[config.mk]
export PLATFORM = sky130hd
export DESIGN_NAME = lz_window_decompressor
export DESIGN_NICKNAME = d
export VERILOG_FILES = /design/src/sv/lzwd_pkg.sv /design/src/sv/lzwd_ram.sv /design/src/sv/lzwd_engine.sv /design/src/sv/lzwd_pack.sv /design/src/sv/lz_window_decompressor.sv
export VERILOG_INCLUDE_DIRS = /design/src /design/src/sv
export SDC_FILE = /design/constraint.sdc
export NUM_CORES = 2
export LEC_CHECK = 0
export BUFFER_PORTS_ARGS = -buffer_cell sky130_fd_sc_hd__buf_2
export CELL_PAD_IN_SITES_DETAIL_PLACEMENT = 1
export CELL_PAD_IN_SITES_GLOBAL_PLACEMENT = 1
export CORE_ASPECT_RATIO = 1.1
export CORE_MARGIN = 1.5
export CORE_UTILIZATION = 52
export CTS_BUF_LIST = sky130_fd_sc_hd__clkbuf_2 sky130_fd_sc_hd__clkbuf_4 sky130_fd_sc_hd__clkbuf_8
export CTS_CLUSTER_DIAMETER = 150
export DETAILED_ROUTE_END_ITERATION = 10
export PLACE_DENSITY = 0.9
export SKIP_CTS_REPAIR_TIMING = 1
export SLEW_MARGIN = 30
export SYNTH_ARGS = -nofsm -noshare
export SYNTH_HDL_FRONTEND = slang
export SYNTH_HIERARCHICAL = 1
export SYNTH_SLANG_ARGS = --single-unit
[constraint.sdc]
create_clock -name i_clk -period 14.56 [get_ports i_clk]
set_clock_uncertainty 0.2 [all_clocks]
set_input_delay 2.912 -clock i_clk [delete_from_list [all_inputs] [get_ports i_clk]]
set_output_delay 2.912 -clock i_clk [all_outputs]
set_load 0.02 [all_outputs]
[src/sv/lz_window_decompressor_macros.svh]
// assertion macros shared by the lz window decompressor rtl
// no dependencies; taken in by `include where assertions are written
`ifndef LZ_WINDOW_DECOMPRESSOR_MACROS_SVH
`define LZ_WINDOW_DECOMPRESSOR_MACROS_SVH

// condition in the same cycle
`define LZWD_ASSERT_IMP(lbl, clk, rst_n, ante, cons, msg) \
    lbl: assert property (@(posedge clk) disable iff (!rst_n) (ante) |-> (cons)) \
        else $error(msg);

// condition in the following cycle
`define LZWD_ASSERT_NXT(lbl, clk, rst_n, ante, cons, msg) \
    lbl: assert property (@(posedge clk) disable iff (!rst_n) (ante) |=> (cons)) \
        else $error(msg);

`endif

[src/sv/lzwd_pkg.sv]
// types and constants of the lz window decompressor
// no dependencies; used by scoped names from the engine, packer and top level
`default_nettype none

package lzwd_pkg;

    localparam int WINDOW_DEPTH = 256;
    localparam int PTR_W        = 8;
    localparam int DIST_W       = 9;
    localparam int BP_W         = 9;
    localparam int LEN_W        = 8;
    localparam int LIT_W        = 6;
    localparam int BYTE_W       = 8;
    localparam int OUT_DATA_W   = 32;
    localparam int OUT_COUNT_W  = 3;

    // parser phases
    localparam logic [1:0] PH_TOKEN    = 2'd0;
    localparam logic [1:0] PH_LITERAL  = 2'd1;
    localparam logic [1:0] PH_DISTANCE = 2'd2;

    localparam logic [BYTE_W-1:0] LIT_TOKEN_MASK = 8'hC0;
    localparam logic [LEN_W-1:0]  COPY_MIN_LEN   = 8'd4;
    localparam logic [DIST_W-1:0] DIST_BASE      = 9'd256;
    localparam logic [BP_W-1:0]   BP_MAX         = 9'd256;

    // one decompressed byte on its way to the packer
    typedef struct packed {
        logic              vld;
        logic [BYTE_W-1:0] data;
        logic              last;
    } t_byte;

endpackage

`default_nettype wire

[src/sv/lzwd_ram.sv]
// generic single-write, single-read ram with registered read data
// no dependencies; read returns the old contents on a same-address write
`default_nettype none

module lzwd_ram #(
    parameter int WIDTH = 8,
    parameter int DEPTH = 256
) (
    input  wire logic                     i_clk,
    input  wire logic                     i_we,
    input  wire logic [$clog2(DEPTH)-1:0] i_waddr,
    input  wire logic [WIDTH-1:0]         i_wdata,
    input  wire logic                     i_re,
    input  wire logic [$clog2(DEPTH)-1:0] i_raddr,
    output logic      [WIDTH-1:0]         o_rdata
);

    logic [WIDTH-1:0] r_mem [DEPTH];
    logic [WIDTH-1:0] r_q;

    always_ff @(posedge i_clk) begin
        if (i_we) begin
            r_mem[i_waddr] <= i_wdata;
        end
        if (i_re) begin
            r_q <= r_mem[i_raddr];
        end
    end

    assign o_rdata = r_q;

endmodule

`default_nettype wire

[src/sv/lzwd_engine.sv]
// token parser, copy sequencer and history memory of the lz window decompressor
// depends on lzwd_pkg, lzwd_ram and lz_window_decompressor_macros.svh
`default_nettype none

`include "lz_window_decompressor_macros.svh"

module lzwd_engine (
    input  wire logic                          i_clk,
    input  wire logic                          i_rst_n,
    input  wire logic                          i_valid,
    output logic                               o_ready,
    input  wire logic [lzwd_pkg::BYTE_W-1:0]   i_byte,
    input  wire logic                          i_start,
    input  wire logic                          i_pack_rdy,
    output lzwd_pkg::t_byte                    o_byte
);

    localparam int PW = lzwd_pkg::PTR_W;
    localparam int BW = lzwd_pkg::BYTE_W;

    // parser state
    logic [1:0]                   r_phase;
    logic [lzwd_pkg::LIT_W-1:0]   r_lit_left;
    logic [lzwd_pkg::LEN_W-1:0]   r_code;
    // copy sequencer
    logic [lzwd_pkg::LEN_W-1:0]   r_len;
    logic [lzwd_pkg::DIST_W-1:0]  r_dist;
    logic [PW-1:0]                r_iwp;
    logic [lzwd_pkg::BP_W-1:0]    r_bp;
    // data stage, aligned with the ram read data
    logic                         r_d_vld;
    logic [PW-1:0]                r_d_addr;
    logic                         r_d_lit;
    logic [BW-1:0]                r_d_lit_byte;
    logic                         r_d_last;
    logic                         r_d_zero;
    logic                         r_d_fwd;
    logic [BW-1:0]                r_fwd_data;

    logic          adv;
    logic          busy;
    logic          acc;
    logic [1:0]    phase_eff;
    logic          lit_issue;
    logic          copy_issue;
    logic          issue;
    logic          consume;
    logic [PW-1:0] rd_addr;
    logic [BW-1:0] ram_q;
    logic [BW-1:0] d_value;
    logic          fwd_hit;

    assign adv        = !r_d_vld || i_pack_rdy;
    assign busy       = (r_len != '0);
    assign o_ready    = adv && !busy;
    assign acc        = i_valid && o_ready;
    assign phase_eff  = i_start ? lzwd_pkg::PH_TOKEN : r_phase;
    assign lit_issue  = acc && (phase_eff == lzwd_pkg::PH_LITERAL);
    assign copy_issue = adv && busy;
    assign issue      = lit_issue || copy_issue;
    assign consume    = r_d_vld && i_pack_rdy;
    assign rd_addr    = r_iwp - r_dist[PW-1:0];

    // distance one reads the byte that is being written back this cycle
    assign fwd_hit = copy_issue && consume && (rd_addr == r_d_addr);

    always_comb begin
        if (r_d_lit) begin
            d_value = r_d_lit_byte;
        end else if (r_d_zero) begin
            d_value = '0;
        end else if (r_d_fwd) begin
            d_value = r_fwd_data;
        end else begin
            d_value = ram_q;
        end
    end

    assign o_byte.vld  = r_d_vld;
    assign o_byte.data = d_value;
    assign o_byte.last = r_d_last;

    lzwd_ram #(
        .WIDTH (BW),
        .DEPTH (lzwd_pkg::WINDOW_DEPTH)
    ) u_history (
        .i_clk   (i_clk),
        .i_we    (consume),
        .i_waddr (r_d_addr),
        .i_wdata (d_value),
        .i_re    (copy_issue),
        .i_raddr (rd_addr),
        .o_rdata (ram_q)
    );

    always_ff @(posedge i_clk) begin
        if (!i_rst_n) begin
            r_phase    <= lzwd_pkg::PH_TOKEN;
            r_lit_left <= '0;
            r_code     <= '0;
            r_len      <= '0;
            r_iwp      <= '0;
            r_bp       <= '0;
            r_d_vld    <= 1'b0;
            r_d_fwd    <= 1'b0;
        end else begin
            if (acc) begin
                if (i_start) begin
                    r_iwp <= '0;
                    r_bp  <= '0;
                end
                unique case (phase_eff)
                    lzwd_pkg::PH_LITERAL: begin
                        if (r_lit_left == '0) begin
                            r_phase <= lzwd_pkg::PH_TOKEN;
                        end else begin
                            r_lit_left <= r_lit_left - 1'b1;
                        end
                    end
                    lzwd_pkg::PH_DISTANCE: begin
                        r_len   <= r_code + lzwd_pkg::COPY_MIN_LEN;
                        r_dist  <= lzwd_pkg::DIST_BASE - {1'b0, i_byte};
                        r_phase <= lzwd_pkg::PH_TOKEN;
                    end
                    default: begin
                        if ((i_byte & lzwd_pkg::LIT_TOKEN_MASK) ==
                            lzwd_pkg::LIT_TOKEN_MASK) begin
                            r_lit_left <= i_byte[lzwd_pkg::LIT_W-1:0];
                            r_phase    <= lzwd_pkg::PH_LITERAL;
                        end else begin
                            r_code  <= i_byte;
                            r_phase <= lzwd_pkg::PH_DISTANCE;
                        end
                    end
                endcase
            end
            if (issue) begin
                r_iwp <= r_iwp + 1'b1;
                if (r_bp != lzwd_pkg::BP_MAX) begin
                    r_bp <= r_bp + 1'b1;
                end
            end
            if (copy_issue) begin
                r_len <= r_len - 1'b1;
            end
            if (adv) begin
                r_d_vld <= issue;
                r_d_fwd <= fwd_hit;
            end
        end
    end

    // data stage payload
    always_ff @(posedge i_clk) begin
        if (adv && issue) begin
            r_d_addr     <= r_iwp;
            r_d_lit      <= lit_issue;
            r_d_lit_byte <= i_byte;
            r_d_last     <= lit_issue || (r_len == lzwd_pkg::LEN_W'(1));
            r_d_zero     <= copy_issue && (r_dist > r_bp);
            r_fwd_data   <= d_value;
        end
    end

    `LZWD_ASSERT_NXT(a_stall_holds, i_clk, i_rst_n, r_d_vld && !i_pack_rdy,
        r_d_vld && $stable(r_d_addr), "data stage lost a byte under stall")
    `LZWD_ASSERT_IMP(a_fwd_copy_only, i_clk, i_rst_n, r_d_fwd,
        r_d_vld && !r_d_lit, "forwarding flagged outside a copy byte")
    `LZWD_ASSERT_IMP(a_ptr_order, i_clk, i_rst_n, r_d_vld,
        PW'(r_d_addr + 1'b1) == r_iwp, "history write pointer out of step")
    `LZWD_ASSERT_NXT(a_copy_starts, i_clk, i_rst_n,
        acc && (phase_eff == lzwd_pkg::PH_DISTANCE),
        r_len >= lzwd_pkg::COPY_MIN_LEN, "distance byte did not start a copy")

endmodule

`default_nettype wire

[src/sv/lzwd_pack.sv]
// byte packer and output register of the lz window decompressor
// depends on lzwd_pkg
`default_nettype none

module lzwd_pack #(
    parameter int BYTES_PER_RESULT = 4
) (
    input  wire logic                              i_clk,
    input  wire logic                              i_rst_n,
    input  wire lzwd_pkg::t_byte                   i_byte,
    output logic                                   o_rdy,
    output logic                                   o_valid,
    input  wire logic                              i_ready,
    output logic [lzwd_pkg::OUT_DATA_W-1:0]        o_data,
    output logic [lzwd_pkg::OUT_COUNT_W-1:0]       o_count,
    output logic                                   o_last
);

    localparam int BW     = lzwd_pkg::BYTE_W;
    localparam int ACC_W  = BW * BYTES_PER_RESULT;
    localparam int FILL_W = $clog2(BYTES_PER_RESULT + 1);
    localparam int DW     = lzwd_pkg::OUT_DATA_W;
    localparam int CW     = lzwd_pkg::OUT_COUNT_W;

    logic [ACC_W-1:0]  r_acc;
    logic [FILL_W-1:0] r_fill;
    logic              r_o_vld;
    logic [DW-1:0]     r_o_data;
    logic [CW-1:0]     r_o_count;
    logic              r_o_last;

    logic [ACC_W-1:0]  word;
    logic [FILL_W:0]   count_full;
    logic              done;
    logic              out_rdy;
    logic              take;

    // lanes below the fill level keep their bytes, the new byte lands at
    // the fill level, everything above reads zero
    always_comb begin
        for (int j = 0; j < BYTES_PER_RESULT; j++) begin
            if (FILL_W'(j) < r_fill) begin
                word[j*BW +: BW] = r_acc[j*BW +: BW];
            end else if (FILL_W'(j) == r_fill) begin
                word[j*BW +: BW] = i_byte.data;
            end else begin
                word[j*BW +: BW] = '0;
            end
        end
    end

    assign count_full = {1'b0, r_fill} + 1'b1;
    assign done       = i_byte.last || (r_fill == FILL_W'(BYTES_PER_RESULT - 1));
    assign out_rdy    = !r_o_vld || i_ready;
    assign o_rdy      = !done || out_rdy;
    assign take       = i_byte.vld && o_rdy;

    always_ff @(posedge i_clk) begin
        if (!i_rst_n) begin
            r_fill  <= '0;
            r_o_vld <= 1'b0;
        end else begin
            if (r_o_vld && i_ready) begin
                r_o_vld <= 1'b0;
            end
            if (take) begin
                if (done) begin
                    r_o_vld <= 1'b1;
                    r_fill  <= '0;
                end else begin
                    r_fill <= r_fill + 1'b1;
                end
            end
        end
    end

    always_ff @(posedge i_clk) begin
        if (take) begin
            r_acc <= word;
            if (done) begin
                r_o_data  <= DW'(word);
                r_o_count <= CW'(count_full);
                r_o_last  <= i_byte.last;
            end
        end
    end

    assign o_valid = r_o_vld;
    assign o_data  = r_o_data;
    assign o_count = r_o_count;
    assign o_last  = r_o_last;

endmodule

`default_nettype wire

[src/sv/lz_window_decompressor.sv]
// top level of the lz window decompressor: stream ports around parser and packer
// depends on lzwd_pkg, lzwd_engine, lzwd_pack (and lzwd_ram below them)
//
// usage
//   slave channel: one compressed byte per transfer in s_tdata, s_tuser set on
//   the first byte of a new stream (drops any half-parsed token and restarts
//   the history count). master channel: up to BYTES_PER_RESULT decompressed
//   bytes per transfer, earliest byte lowest, with the byte count beside them;
//   m_tlast marks the final transfer caused by one input byte.
//   path: a literal byte goes through the data stage, then the output register;
//   token and length bytes give no output. throughput: while the packer does
//   not hold the data stage, token, length and literal bytes are taken one per
//   cycle, and a distance byte launches a copy of code+4 bytes that runs at one
//   byte per cycle through the single read port of the 256-byte history ram;
//   input is held off until the copy is issued, ceil((code+4)/BYTES_PER_RESULT)
//   results follow; a distance of one is served by forwarding the byte being
//   written. reset: synchronous, clears parser and pointers. the history
//   needs no clearing pass, since a copy only reads bytes written earlier in
//   the same stream and reads zero for anything further back.
//   stall: the output register holds while m_tready is low; once a completed
//   result is also waiting behind it the copy stops and s_tready drops
`default_nettype none

module lz_window_decompressor #(
    parameter int BYTES_PER_RESULT = 4
) (
    input  wire logic        i_clk,
    input  wire logic        i_rst_n,
    input  wire logic        s_tvalid,
    output logic             s_tready,
    input  wire logic [7:0]  s_tdata,   // [7:0] in_byte
    input  wire logic        s_tuser,   // [0] stream_start
    output logic             m_tvalid,
    input  wire logic        m_tready,
    output logic [39:0]      m_tdata,   // [31:0] out_data, [34:32] out_count, rest zero
    output logic             m_tlast    // out_last
);

    lzwd_pkg::t_byte                      byte_s;
    logic                                 pack_rdy;
    logic [lzwd_pkg::OUT_DATA_W-1:0]      out_data;
    logic [lzwd_pkg::OUT_COUNT_W-1:0]     out_count;

    // parser, copy sequencer and history ram
    lzwd_engine u_engine (
        .i_clk      (i_clk),
        .i_rst_n    (i_rst_n),
        .i_valid    (s_tvalid),
        .o_ready    (s_tready),
        .i_byte     (s_tdata),
        .i_start    (s_tuser),
        .i_pack_rdy (pack_rdy),
        .o_byte     (byte_s)
    );

    // gathers bytes into results and decouples the master side
    lzwd_pack #(
        .BYTES_PER_RESULT (BYTES_PER_RESULT)
    ) u_pack (
        .i_clk   (i_clk),
        .i_rst_n (i_rst_n),
        .i_byte  (byte_s),
        .o_rdy   (pack_rdy),
        .o_valid (m_tvalid),
        .i_ready (m_tready),
        .o_data  (out_data),
        .o_count (out_count),
        .o_last  (m_tlast)
    );

    // pad the packed fields up to whole bytes
    assign m_tdata = {5'b0, out_count, out_data};

endmodule

`default_nettype wire
Word level (Yosys, flattened, before mapping)
Memories as Yosys holds them, arrays and structs flattened. A register that Yosys moved wholly into a read port is not among the register bits.
Cells that the tools add are included.
{ "totals": {"reg_bits": 151, "output_inout_bits": 43, "mem_bits_rw": 2048, "word_cells": 121, "n_memories": 1, "input_bits": 13} }
{ "classes": {"order_cmp": 5, "n_eq_ne": 12, "mux": 34, "bitwise_logic": 3, "add_sub_neg": 9, "reduce_logical": 36} }
{ "mem_list": {"columns": ["memory", "depth", "width", "rd", "rd_ports_with_merged_regs", "wr", "line_no", "text"], "rows": [
  ["u_engine.u_history.r_mem", 256, 8, 1, 1, 1, "lzwd_ram.sv:18", "logic [WIDTH-1:0] r_mem [DEPTH];"]
]} }
{ "op_table": {"columns": ["cell", "count"], "rows": [
  ["8-bit 2-to-1 mux", 17],
  ["9-bit 2-to-1 mux", 4],
  ["6-bit 2-to-1 mux", 2],
  ["6-bit one-hot mux with 2 select lines", 1],
  ["1-bit logical AND", 10],
  ["2-bit nonzero test", 5],
  ["9-bit by 1-bit adder with 9-bit output (second input constant)", 1],
  ["9-bit greater-than comparator", 1],
  ["9-bit inequality test (second input constant)", 1],
  ["9-bit by 8-bit subtractor with 9-bit output (first input constant)", 1],
  ["8-bit by 1-bit adder with 8-bit output (second input constant)", 1],
  ["8-bit by 3-bit adder with 8-bit output (second input constant)", 1],
  ["8-bit by 1-bit == test with 1-bit output (second input constant)", 1],
  ["8-bit == test", 1],
  ["2-bit AND reduction", 4],
  ["8-bit nonzero test", 1],
  ["8-bit by 1-bit subtractor with 8-bit output (second input constant)", 1],
  ["8-bit subtractor", 1],
  ["3-bit by 1-bit adder with 3-bit output (second input constant)", 2],
  ["2-bit by 3-bit == test with 1-bit output (first input constant)", 2],
  ["6-bit zero test", 1],
  ["1-bit logical OR", 6],
  ["1-bit by 3-bit less-than comparator with 1-bit output (first input constant)", 2],
  ["2-bit by 3-bit less-than comparator with 1-bit output (first input constant)", 2],
  ["other kinds (16)", 30]
]} }

Depth between registers and ports, before layout
{ "logic_depth": {"word_depth": 11, "ltp_mapped": 16, "mapped_depth_nobuf": 14} }

By module
The synthesis kept the hierarchy.
{ "by_module_without_submodules": {"columns": ["module", "n_inst", "seq_area_each_um2", "area_each_um2", "cells_per_inst"], "rows": [
  ["lzwd_ram", 1, 61739.2, 79636.4, 3733],
  ["lzwd_engine", 1, 1941.9, 4421.7, 470],
  ["lzwd_pack", 1, 2122.0, 2763.9, 194],
  ["lz_window_decompressor", 1, 0.0, 41.3, 6]
]} }

Least setup slack after synthesis
OpenSTA, ideal clock, no wires.
{ "synth_timing": {"path_kind": "reg2reg", "from": "reg u_engine.r_d_lit", "to": "reg u_engine.r_fwd_data[0] (data pin)", "setup_time_ps": 2235, "period_less_slack_ps": 13549, "arrival_ps": 11115, "path_stages_with_launch": 5, "required_ps": 12125, "setup_slack_ps": 1011, "n_path_buf": 2, "path_cell_list": "edfxtp_1 > clkbuf_1 > or2_2 > clkbuf_1 > o21ai_0"} }
{ "synth_rtl": {"columns": ["element", "line_no", "text"], "rows": [
  ["start, declared", "lzwd_engine.sv:33", "logic r_d_lit;"],
  ["start signal, assigned", "lzwd_engine.sv:157", "r_d_lit <= lit_issue;"],
  ["end signal, assigned", "lzwd_engine.sv:161", "r_fwd_data <= d_value;"],
  ["end, declared", "lzwd_engine.sv:38", "logic [BW-1:0] r_fwd_data;"]
]} }

Worst setup path in the final report
{ "layout_timing": {"from": "in m_tready", "to": "out s_tready"} }
{ "layout_between": {"elab_chain_cells": 4} }
{ "layout_rtl": {"columns": ["element", "line_no", "text"], "rows": [
  ["start, declared", "lz_window_decompressor.sv:34", "input wire logic m_tready,"],
  ["1-bit logical OR", "lzwd_pack.sv:54", "assign out_rdy = !r_o_vld || i_ready;"],
  ["1-bit logical OR", "lzwd_pack.sv:55", "assign o_rdy = !done || out_rdy;"],
  ["net pack_rdy", "lz_window_decompressor.sv:40", "logic pack_rdy;"],
  ["1-bit logical OR", "lzwd_engine.sv:53", "assign adv = !r_d_vld || i_pack_rdy;"],
  ["1-bit logical AND", "lzwd_engine.sv:55", "assign o_ready = adv && !busy;"],
  ["end, declared", "lz_window_decompressor.sv:30", "output logic s_tready,"]
]} }
The timed path passes the listed nets, and every way through them passes these cells.

==> run summary <==
clock root buffer master -> clkbuf_8
most common cell in the netlist -> edfxtp_1
Final Hold Viols -> 0
EDFF count, synth -> 2160
max-slew violation count -> 0
CTS tree -> done
synthesized area per cell -> 19.73 um^2
Synthesis Warnings -> 6
Vias/cell -> 7.209
status -> complete, no violations
DRT Pass-1 Iters -> 6
worst vdd ir -> 0.2061 mV
Initial DRC Count -> 8412
Post-Synth Adder-Cell Area -> 0.4696%
fmax -> 129.3 MHz
all-layer global routing usage -> 32.40%
Tmin final -> 7.734 ns
HP Start -> u_engine/r_lit_left[1]$_SDFFE_PN0P_
Sink Count -> 2207
Hold Crit Class -> reg2reg
Synth cell types -> 87
worst skew pair latency -> 1.10 ns
mux contribution to synthesized area -> 13.54%
Fill cells -> 14420
sequential-to-total area share from yosys stat -> 75.75%
Synth area leader -> edfxtp_1
crit path capture type -> primary output
row count -> 157
post-synthesis instance area -> 86860 um^2
boundary pin count -> 56
Multi-input gate area -> 19550 um^2
overall power after layout -> 0.01995 W
CP startpoint -> m_tready
crit-path max FO -> 6
XOR/XNOR Fraction of Synth Area -> 0.2881%
critical path class -> in2out
worst reg2reg path depth -> 13
cts bufs inserted -> 352
Top FF cell, synth -> edfxtp_1
TNS Setup -> 0 ns
Yosys reg bits -> 2207
largest net degree at the start of global routing -> 234
asr flop ratio synth -> 0%
main combinational cell family by area after synthesis -> multiplexers
final WL -> 282100 um
max-cap viol count -> 0
IO Port Bufs -> 50
Die ar. -> 169500 um^2
r2r startpoint -> u_engine/r_iwp[0]$_SDFFE_PN0P_
Post-DRT Antenna Nets -> 0
hpwl dp -> 142000 um
Worst setup SP type -> primary input
synth-to-layout area growth -> 10.26%
chip height -> 431.7 um
CTS clock-pin slew for the worst setup and hold paths -> 0.06 ns
Routed wire per std cell -> 39.82 um
post-synthesis compound-gate area fraction -> 4.235%
Slew HR -> 16.32%
largest cells by area after synthesis -> edfxtp_1, mux4_2, mux2i_1
first-pass GRT wire length -> 390200 um
H-Tree Depth -> 5
total gr overflow -> 0
Synth top area share -> 74.67%
fin crit share -> 53.12%
die width -> 392.7 um
hold path depth -> 2
RSZ-0062 raised after global routing -> no
vias in the first global route -> 52230
final number of setup-violating endpoints -> 0
# DRC -> 0
Max clock buf depth -> 4
vias -> 51060
worst slew pin tran -> 1.244 ns
critical path data required time -> 11.45 ns
initial core utilization -> 52.27%
simple-gate share of the synthesized area -> 3.631%
PwrDens -> 208.4 nW/um^2
Synth Instances -> 4403
Arrival @ worst endpoint -> 4.62 ns
fraction of layout cells with a size suffix above 1 -> 24.15%
routability cong. -> 0.8583
Nets -> 4676
Core ar. -> 166200 um^2
most frequent cells after synthesis -> edfxtp_1, mux4_2, nor2_1
P_leak -> 30.30 nW
register area -> 65800 um^2
initial antenna violation count -> 15
==> cell usage in the layout (no fill, tap or decap), types with 48 or more instances in the layout <==
| cell | n |
|---|---|
| edfxtp_1 | 2160 |
| mux4_2 | 454 |
| clkbuf_8 | 360 |
| nor2_1 | 322 |
| mux2i_1 | 146 |
| a22oi_1 | 136 |
| a21oi_1 | 135 |
| clkbuf_4 | 117 |
| nand2_1 | 116 |
| clkinv_1 | 71 |
| buf_4 | 57 |
| buf_2 | 50 |
| o221ai_1 | 48 |
==> where the power goes <==
| group | internal, W | switching [W] | total, W |
|---|---|---|---|
| registers | 0.00821 | 0.000168 | 0.00838 |
| clock network | 0.00263 | 0.00264 | 0.00527 |
| logic | 0.00194 | 0.00436 | 0.00630 |
==> area by class of cell <==
cell class,instances,share of cell area [%]
Antenna cell,5,0.01306
Clock buffer,477,6.091
Clock inverter,98,0.5226
Inverter,44,0.1829
Multi-Input combinational cell,1893,20.41
Sequential cell,2207,68.71
Tap cell,2226,2.908
Timing Repair Buffer,133,1.163
==> cells by family after synthesis <==
group | Yosys count
adder cells (fa/ha/maj) | 32
AND/OR/NAND/NOR | 688
XOR/XNOR | 27
flip-flops | 2207
buffers and inverters | 307
multiplexers | 604
other | 1
AO/OA/AOI/OAI | 537
==> critical path: stages <==
cell and delay (ns):
buf_2 0.12, nor2b_1 0.46, o21ai_1 0.29, nor2b_1 0.48, nor3_1 0.15, buf_2 0.20
==> registers in the layout, summed over array words and instances, names as in the netlist, 3 cells and up <==
register / cells
u_engine/r_lit_left: 6
u_engine/u_history/r_mem: 2048
u_pack/o_count: 3
u_engine/r_code: 8
u_engine/r_len: 8
u_engine/r_iwp: 8
u_engine/r_fwd_data: 8
u_pack/o_data: 32
u_engine/r_d_addr: 8
u_engine/r_bp: 9
u_engine/r_d_lit_byte: 8
u_pack/r_fill: 3
u_pack/r_acc: 32
u_engine/r_dist: 9
u_engine/u_history/o_rdata: 8
==> metal layers <==
layer / vias up / part of all wire, % / track usage, %
met2: 5179 / 48 / 51.73
met3: 1405 / 12 / 7.767
li1: 18540 / - / -
met5: - / 0.050 / 0
met1: 25920 / 32 / 39.76
met4: 16 / 8.0 / 20.91
==> through the flow <==
stage                     utilization (%)  hold slack, ns  area, um^2  instances  setup slack, ns
after CTS                           57.48          0.2837       95520       7071            6.986
after global placement              53.61          0.2455       89090       6494            7.139
after floorplan                         -          0.2324       86880       4407            1.011
final                               57.63          0.2835       95770       7083            6.826
after detailed placement            53.67          0.2462       89180       6496            6.999
after global routing                57.62          0.3118       95760       7080            6.810
==> final timing paths <==
kind / endpoint / slack, ns
hold / removal: u_engine/r_lit_left[1]$_SDFFE_PN0P_ / 0.28
setup reg to reg: u_engine/u_history/o_rdata[3]$_DFFE_PP_ / 7.39
setup / recovery: s_tready / 6.83
hold reg to reg: u_engine/r_lit_left[1]$_SDFFE_PN0P_ / 0.28
No activity file was read; power rests on OpenSTA's default activity.
